==> config.mk <==
export PLATFORM = sky130hd
export DESIGN_NAME = bfsa_ctrl
export DESIGN_NICKNAME = d
export VERILOG_FILES = /design/src/rtl/core/bfsa_pkg.sv /design/src/rtl/core/bfsa_ctrl.sv
export VERILOG_INCLUDE_DIRS = /design/src /design/src/rtl/core
export SDC_FILE = /design/constraint.sdc
export NUM_CORES = 1
export LEC_CHECK = 0
export BUFFER_PORTS_ARGS = -buffer_cell sky130_fd_sc_hd__buf_2
export CORE_MARGIN = 2
export CORE_UTILIZATION = 48
export CTS_BUF_LIST = sky130_fd_sc_hd__clkbuf_8 sky130_fd_sc_hd__clkbuf_16
export DETAILED_ROUTE_END_ITERATION = 8
export PLACE_DENSITY_LB_ADDON = 0.3
export RECOVER_POWER = 25
export SLEW_MARGIN = 20
export SYNTH_ARGS = -nofsm -noshare
export SYNTH_HDL_FRONTEND = slang
export SYNTH_SLANG_ARGS = --single-unit
==> constraint.sdc <==
create_clock -name clk -period 1.8 [get_ports clk]
set_input_delay 0.27 -clock clk [delete_from_list [all_inputs] [get_ports clk]]
set_output_delay 0.27 -clock clk [all_outputs]
set_load 0.1 [all_outputs]
==> src/rtl/core/best_fit_segment_allocator_core_macros.svh <==
// Assertion macros for the segment allocator.
`ifndef BEST_FIT_SEGMENT_ALLOCATOR_CORE_MACROS_SVH
`define BEST_FIT_SEGMENT_ALLOCATOR_CORE_MACROS_SVH
`ifndef SYNTHESIS
`define BFSA_ASSERT_IMPL(label, clk, rst_n, ante, cons) \
  label: assert property (@(posedge clk) disable iff (!rst_n) (ante) |-> (cons)) \
    else $error("assertion failed");
`define BFSA_ASSERT_NEXT(label, clk, rst_n, ante, cons) \
  label: assert property (@(posedge clk) disable iff (!rst_n) (ante) |=> (cons)) \
    else $error("assertion failed");
`else
`define BFSA_ASSERT_IMPL(label, clk, rst_n, ante, cons)
`define BFSA_ASSERT_NEXT(label, clk, rst_n, ante, cons)
`endif
`endif

==> src/rtl/core/bfsa_pkg.sv <==
package bfsa_pkg;

  localparam int unsigned MAX_SEGMENTS_DEF = 64;
  localparam int unsigned ADDR_BITS_DEF = 24;
  localparam int unsigned STAMP_W = 32;

  localparam logic [2:0] ST_OK = 3'd0;
  localparam logic [2:0] ST_NO_FIT = 3'd1;
  localparam logic [2:0] ST_FULL = 3'd2;
  localparam logic [2:0] ST_BAD_FREE = 3'd3;
  localparam logic [2:0] ST_ZERO = 3'd4;

  typedef struct packed {
    logic clear;
    logic start_scan;
    logic scan_step;
    logic prime_step;
    logic alloc_commit;
    logic free_commit;
    logic merge_step;
    logic stamp_commit;
  } bfsa_cmd_t;

  typedef struct packed {
    logic scan_last;
    logic clear_last;
    logic found;
    logic exact;
    logic has_spare;
  } bfsa_sts_t;

endpackage

==> src/rtl/core/bfsa_ctrl.sv <==
`include "best_fit_segment_allocator_core_macros.svh"
module bfsa_ctrl (
  input  logic                clk,
  input  logic                rst_n,
  input  logic                cfg_we,
  input  logic                start,
  input  logic                op_free,
  input  logic                size_zero,
  input  bfsa_pkg::bfsa_sts_t sts,
  output bfsa_pkg::bfsa_cmd_t cmd,
  output logic                idle,
  output logic                done,
  output logic [2:0]          status
);
  import bfsa_pkg::*;

  typedef enum logic [7:0] {
    S_CLEAR  = 8'b00000001,
    S_IDLE   = 8'b00000010,
    S_PRIME  = 8'b00000100,
    S_SCAN   = 8'b00001000,
    S_DECIDE = 8'b00010000,
    S_PRIME2 = 8'b00100000,
    S_MERGE  = 8'b01000000,
    S_DONE   = 8'b10000000
  } state_t;

  state_t state_r, state_nxt;
  logic [2:0] status_r, status_nxt;
  logic last_r, last_nxt;

  always_comb begin
    state_nxt = state_r;
    status_nxt = status_r;
    last_nxt = 1'b0;
    cmd = '0;
    done = 1'b0;
    case (state_r)
      S_CLEAR: begin
        cmd.clear = 1'b1;
        if (sts.clear_last) begin
          state_nxt = S_IDLE;
        end
      end
      S_IDLE: begin
        if (start) begin
          cmd.start_scan = 1'b1;
          status_nxt = ST_OK;
          if (!op_free && size_zero) begin
            status_nxt = ST_ZERO;
            state_nxt = S_DONE;
          end else begin
            state_nxt = S_PRIME;
          end
        end
      end
      S_PRIME: begin
        state_nxt = S_SCAN;
      end
      S_SCAN: begin
        cmd.scan_step = 1'b1;
        last_nxt = sts.scan_last;
        if (last_r) begin
          cmd.scan_step = 1'b1;
          state_nxt = S_DECIDE;
        end
      end
      S_DECIDE: begin
        if (!sts.found) begin
          status_nxt = op_free ? ST_BAD_FREE : ST_NO_FIT;
          state_nxt = S_DONE;
        end else if (op_free) begin
          cmd.free_commit = 1'b1;
          state_nxt = S_PRIME2;
        end else if (!sts.exact && !sts.has_spare) begin
          status_nxt = ST_FULL;
          state_nxt = S_DONE;
        end else begin
          cmd.alloc_commit = 1'b1;
          state_nxt = S_DONE;
        end
      end
      S_PRIME2: begin
        cmd.prime_step = 1'b1;
        state_nxt = S_MERGE;
      end
      S_MERGE: begin
        cmd.merge_step = 1'b1;
        last_nxt = sts.scan_last;
        if (last_r) begin
          state_nxt = S_DONE;
        end
      end
      S_DONE: begin
        done = 1'b1;
        cmd.stamp_commit = op_free && (status_r == ST_OK);
        state_nxt = S_IDLE;
      end
      default: begin
        state_nxt = S_CLEAR;
      end
    endcase
    if (cfg_we) begin
      state_nxt = S_CLEAR;
      cmd = '0;
      cmd.start_scan = 1'b1;
    end
  end

  assign idle = (state_r == S_IDLE) && !cfg_we;
  assign status = status_r;

  always_ff @(posedge clk) begin
    if (!rst_n) begin
      state_r <= S_CLEAR;
      status_r <= ST_OK;
      last_r <= 1'b0;
    end else begin
      state_r <= state_nxt;
      status_r <= status_nxt;
      last_r <= last_nxt;
    end
  end

  `BFSA_ASSERT_NEXT(a_done_idle, clk, rst_n, done && !cfg_we, state_r == S_IDLE)
  `BFSA_ASSERT_IMPL(a_no_start_busy, clk, rst_n, state_r != S_IDLE, !idle)
  `BFSA_ASSERT_NEXT(a_cfg_clear, clk, rst_n, cfg_we, state_r == S_CLEAR)
endmodule

==> metrics.yaml, run 1 <==
cts_root_buf: "clkbuf_8"
cts.hold.buffers_added: 0
synthCells: 88
tool.error: "[ERROR DPL-0038] Utilization greater than 100%, impossible to legalize"
status: "aborted with a tool error"
synth_top_area_share_pct: 33.4
fp.dieH_um: 42.7
grt_max_degree: 10
synth_edf_count: 0
hpwl_mm: 1.73
ctsHtreeMaxLevel: 1
lastStage: "global routing"
synthArstFlopShare_pct: 0
rows: 13
synth.cell_area_um2: 719
yosys.area.top_type: "dfxtp_1"
syn_area_per_cell_um2: 8.18
die_w_um: 42.7
worst_endpoint: "cmd[4]"
clockBufferDepth: 2
endpoint_type: "output port"
cts_sinks: 12
numCtsBuffers: 3
num_io_pins: 24
synthesis.nets: 99
synth_ff_type: "dfxtp_1"
place_area_um2: 1110
place_congestion: 0.860
ys_seq_area_share_pct: 33.4
start_util_pct: 53.3
yosys_warnings: 0
yosysUniqueCellTypes: 31
post-place-ws_ns: -0.0164
ys_seq_elements: 12
io_buffers: 23
synth_area_leaders: "dfxtp_1 33%, nor2_1 7.3%, nand4b_1 7.3%"
==> synth_stat cells (2+ instances only) <==
cell type and number:
nor2b_1 5, nand3_1 4, nand2b_1 2, nor3_1 5, nand2_1 4, or3_1 2
nor4_4 2, nand4b_1 6, a21oi_1 5, o21ai_1 2, nor4_1 3, dfxtp_1 12
and3_1 5, nor2_1 14
==> repair_timing <==
item / CTS
cloned: 0
endpoints found under the hold margin: 0
endpoints found under the setup margin: 10
resized for setup: 16
buffers inserted: 11
pin swaps: 8
==> cells by family after synthesis <==
group                     share of synthesized area, %
buffers and inverters                             1.56
AOI/OAI and AO/OA                                 13.7
DFF                                               33.4
muxes                                             1.39
and+or+nand+nor                                   48.7
xor gates and xnor gates                          1.22
==> through the flow <==
stage / instances / hold slack, ns
after global placement: 130 / 0.456
after CTS: 144 / 0.262
after detailed placement: 130 / 0.463
after floorplan: 88 / 0.383
==> inputs of run 2 (changes only) <==
CORE_AREA = 2 2 63 65   (was not set)
CORE_MARGIN = not set   (was 2)
CORE_UTILIZATION = not set   (was 48)
CTS_BUF_LIST = not set   (was sky130_fd_sc_hd__clkbuf_8 sky130_fd_sc_hd__clkbuf_16)
DIE_AREA = 0 0 65 67   (was not set)
PLACE_DENSITY_LB_ADDON = 0.15   (was 0.3)
==> run 2 against run 1 <==
Effect of this change:
- the flow now finishes, with violations (setup timing)
- synthesized cell count is the same
- area after synthesis is the same
==> metrics.yaml, run 2 <==
fillers: 362
path_cells: "nor4_4 > buf_6 > and4b_4 > and2_4 > buf_12"
num_antenna_cells: 0
reg2reg_from: "state_r[6]"
largest_reg_flops: 8
critPathArrivalTime_ns: 1.58
rr_worst_depth: 8
path_class: "reg -> out"
hold_viol: 0
cts.hold.buffers_added: 0
pwr-share-clk_pct: 41.1
cts_tree: "built"
final_util_pct: 40.5
clock_latency_ns: 0.23
cp_slowest_cell: "dfxtp_2"
final_common_cell: "buf_4"
r2r_setup_slack_ns: 0.10
ant_nets: 0
layout_common_cells: "20 x buf_4, 10 x buf_2, 10 x buf_12, 7 x nor2_1, 7 x buf_6"
swShare_pct: 26.0
num_io_pins: 24
yosysMostFrequentCell: "nor2_1"
synth_ff_type: "dfxtp_1"
min_path_cells: 2
cts_sinks: 12
hold_path_class: "in -> reg"
synthMuxAreaShare_pct: 1.39
synthArstFlopShare_pct: 0
worst-path-max-fanout: 7
seqPwrFrac_pct: 38.4
worstReg2RegEnd: "state_r[0]"
end_kind: "output pin"
synthCells: 88
p_int_mw: 0.521
area_growth_pct: 103
p_leak_nw: 0.600
grt_pass1_vias: 894
yosys.area_share.simple_pct: 48.7
via_per_inst: 4.65
die_area_um2: 4360
drive_above_1_share_pct: 60.0
regArea_um2: 253
grt_max_degree: 9
rsz0062_at_grt: "true"
status: "finished with violations"
fmax_mhz: 541
nets: 152
yosysUniqueCellTypes: 31
peakVddDrop_mv: 0.245
hold-path-endpoint: "last_r"
antenna_found_initial: 0
synth_top_area_share_pct: 33.4
ctsHtreeMaxLevel: 1
skew_ns: 0.00165
dr.pass1.iters: 4
setup_ws_ns: -0.0470
max_stage_delay_ns: 0.33
min_period_ns: 1.85
path_buf_inv: 2
grt_pass1_wl_mm: 4.07
failed_checks: "setup timing"
synth_top_family_by_area: "simple AND/OR/NAND/NOR gates"
synth_area_leaders: "dfxtp_1 33%, nor2_1 7.3%, nand4b_1 7.3%"
place_congestion: 0.742
synth_compound_area_share_pct: 13.7
die_w_um: 65
worstMarginPinSlew_ns: 0.542
rows: 22
critPathLaunchType: "register"
p_per_area_nw_per_um2: 482
route.detailed.drc: 0
worstHoldStart: "sts[4]"
cp.depth: 5
cp_data_required_time_ns: 1.53
io_buffers: 23
synthAdderAreaFrac_pct: 0
whs_ns: 0.268
switchingPower_mw: 0.183
critical-path-top-delay-family: "simple AND/OR/NAND/NOR gates"
yosys.area.top_type: "dfxtp_1"
setup_viol: 7
ys_seq_elements: 12
post-place-ws_ns: 0.0556
vias: 874
core_area_um2: 3610
top_register: "state_r"
hpwl_mm: 1.88
slew_headroom_pct: 64.0
start_util_pct: 20.0
multi_input_area_um2: 594
maxCapViolations: 0
overflow: 0
tns_ns: -0.217
syn_area_per_cell_um2: 8.18
synth.cell_area_um2: 719
final_max_slew_viol_count: 0
yosys_warnings: 0
path_clk_slew_ns: 0.05
p_comb_share_pct: 20.5
yosys-top-cells-count: "14 x nor2_1, 12 x dfxtp_1, 6 x nand4b_1"
cts_root_buf: "clkbuf_8"
grt_usage_pct: 12.1
synthesis.nets: 99
finalPower_mw: 0.704
synth_xor_area_share_pct: 1.22
wl_per_cell_um: 13.1
period_share_pct: 103
fp.dieH_um: 67
drtIter0Drc: 16
wl_mm: 2.47
clockBufferDepth: 2
numCtsBuffers: 3
ys_seq_area_share_pct: 33.4
synth_edf_count: 0
-- run 2: cell counts after synthesis --
No cell type changed its count.
-- run 2: routing by layer --
layer  up-vias  wire (um)  track usage [%]
met5         -          0                0
met4         0         27             4.26
met3         4        112             2.70
met2        26       1220             21.6
met1       411       1110             14.2
li1        433          -                -
-- run 2: power groups by stage --
stage	sequential [mW]	clock (mW)	combinational [mW]
after floorplan	0.280	0	0.0719
after global placement	0.279	0	0.131
after detailed placement	0.279	0	0.130
after CTS	0.270	0.299	0.139
after global routing	0.270	0.317	0.154
final	0.270	0.290	0.144
-- run 2: kinds of logic (layout without fill, tap and decap cells) --
kind of cell / count (synthesis) / count (layout)
simple gates: 57 / 57
compound gates: 14 / 14
flops: 12 / 12
buf+inv: 3 / 55
xor+xnor: 1 / 1
mux: 1 / 1
-- run 2: metrics by stage --
stage	cells	area, um2
5_1_grt	188	1460
6_report	188	1460
4_1_cts	185	1410
3_5_place_dp	170	1200
3_3_place_gp	170	1200
2_1_floorplan	88	790
-- run 2: final cells by class --
| class | instances | area share (%) |
|---|---|---|
| clock buffer | 4 | 3.77 |
| inverter | 1 | 0.257 |
| multi-input combinational | 73 | 40.7 |
| sequential | 12 | 17.3 |
| tap | 48 | 4.11 |
| timing repair buffer | 50 | 33.8 |
-- run 2: worst reg2reg max path, delay by kind of cell, from the launching register on --
family,cells,cell delay [ns]
and+or+nand+nor,5,0.79
buffers and inverters,3,0.44
DFF,1,0.35
-- run 2: worst max-delay path by stage --
| stage | from | endpoint |
|---|---|---|
| finish | state_r[2] | cmd[0] |
| global route | state_r[2] | cmd[7] |
| CTS | state_r[6] | cmd[3] |
| detailed placement | state_r[1] | cmd[3] |
| global placement | state_r[1] | cmd[3] |
| floorplan | state_r[1] | cmd[3] |
-- run 2: what timing repair did --
| item | in CTS | in global routing |
|---|---|---|
| setup endpoints to repair | 9 | 16 |
| gates resized for setup | 17 | 7 |
| setup buffers | 11 | 3 |
| pin swaps | 7 | 5 |
Note: power is estimated with default switching activity, not from simulation.
==> inputs of run 3 (changes only) <==
PLACE_DENSITY_LB_ADDON = not set   (was 0.15)
RECOVER_POWER = not set   (was 25)
==> run 3 against run 2 <==
Effect of this change:
- the run still ends with setup timing left
- combinational power hardly changed
- register-to-register slack worse by 0.04 ns
- flip-flop and latch count unchanged
- fmax down 1.8%
- cell area shrank 0.77%
- power is 2.6% higher
- highest routed layer unchanged
==> metrics.yaml, run 3 (synthesized netlist as in run 2, its figures left out) <==
p_leak_nw: 0.589
top_register: "state_r"
clockBufferDepth: 2
cp_data_required_time_ns: 1.53
place_congestion: 0.830
cp_slowest_cell: "dfxtp_2"
critPathLaunchType: "register"
worst-path-max-fanout: 7
dr.pass1.iters: 4
min_period_ns: 1.88
path_cells: "nor4_4 > buf_6 > nand4b_1 > buf_4 > nor2_4 > buf_12"
maxCapViolations: 0
p_int_mw: 0.524
drtIter0Drc: 20
rsz0062_at_grt: "true"
clock_latency_ns: 0.25
max_stage_delay_ns: 0.33
p_comb_share_pct: 20.1
numCtsBuffers: 3
whs_ns: 0.259
ctsHtreeMaxLevel: 1
setup_ws_ns: -0.0818
rows: 22
path_clk_slew_ns: 0.05
final_common_cell: "buf_4"
status: "finished with violations"
hold_viol: 0
final_cells: 185
place_inst: 170
drive_above_1_share_pct: 59.1
final_util_pct: 40.2
p_per_area_nw_per_um2: 499
wl_mm: 2.49
final_max_slew_viol_count: 0
fmax_mhz: 531
grt_pass1_wl_mm: 4.02
path_class: "reg -> out"
wl_per_cell_um: 13.5
grt_max_degree: 9
setup_viol: 9
layout_common_cells: "18 x buf_4, 13 x buf_2, 10 x buf_12"
hold_path_class: "in -> reg"
pwr-share-clk_pct: 42.3
swShare_pct: 27.5
period_share_pct: 105
min_path_cells: 2
cts_root_buf: "clkbuf_8"
critPathArrivalTime_ns: 1.61
cts.hold.buffers_added: 0
grt_usage_pct: 12.2
peakVddDrop_mv: 0.389
area_growth_pct: 101
seqPwrFrac_pct: 37.7
nets: 149
io_buffers: 23
grt_pass1_vias: 932
ant_nets: 0
switchingPower_mw: 0.199
largest_reg_flops: 8
die_w_um: 65
hpwl_mm: 1.74
vias: 859
core_area_um2: 3610
end_kind: "output pin"
finalPower_mw: 0.722
worstMarginPinSlew_ns: 0.487
antenna_found_initial: 0
num_antenna_cells: 0
overflow: 0
cts_tree: "built"
via_per_inst: 4.64
skew_ns: 0.00241
failed_checks: "setup timing"
cts_sinks: 12
num_io_pins: 24
slew_headroom_pct: 67.8
rr_worst_depth: 8
route.detailed.drc: 0
die_area_um2: 4360
fp.dieH_um: 67
start_util_pct: 20.0
-- run 3: layer usage --
metal	wire, um	global-route usage, %
met1	992	13.3
met2	1290	21.0
met3	145	3.72
met4	64	6.91
met5	0	0
-- run 3: path summary, 6_finish.rpt --
kind / from / end / slack, ns
max: state_r[3] / cmd[7] / -0.08
min: sts[4] / last_r / 0.26
max reg2reg: state_r[3] / state_r[0] / 0.06
min reg2reg: status[2] / status[2] / 0.49
-- run 3: final cells by class --
class | count | area (um2)
clock buffer | 4 | 55.1
tap | 48 | 60.1
timing repair buffer | 47 | 468
multi-input combinational | 73 | 613
inverter | 1 | 3.75
sequential | 12 | 249
fill | 357 | 2160
-- run 3: worst max-delay path, delay by kind of cell (launching register included) --
kind | cells | cell delay (ns)
buf+inv | 3 | 0.52
simple gates | 3 | 0.50
flops | 1 | 0.33
-- run 3: power groups by stage --
| stage | clock network (mW) | logic (mW) | registers, mW |
|---|---|---|---|
| finish | 0.305 | 0.145 | 0.272 |
| floorplan | 0 | 0.0719 | 0.280 |
| CTS | 0.314 | 0.132 | 0.271 |
| global placement | 0 | 0.125 | 0.279 |
| global route | 0.331 | 0.154 | 0.272 |
| detailed placement | 0 | 0.126 | 0.279 |
-- run 3: timing repair --
action | 4_1_cts | 5_1_grt
pin swaps | 9 | 3
buffers inserted | 8 | 3
endpoints found under the setup margin | 10 | 15
gates resized for setup | 17 | 8
-- run 3: per-stage QoR --
step	TNS [ns]	worst slack, ns	instance area, um2
finish	-0.535	-0.0818	1450
global route	-1.37	-0.155	1450
CTS	-0.513	-0.0903	1390
detailed placement	0	0.0282	1200
global placement	0	0.0505	1200
floorplan	-0.983	-0.586	790
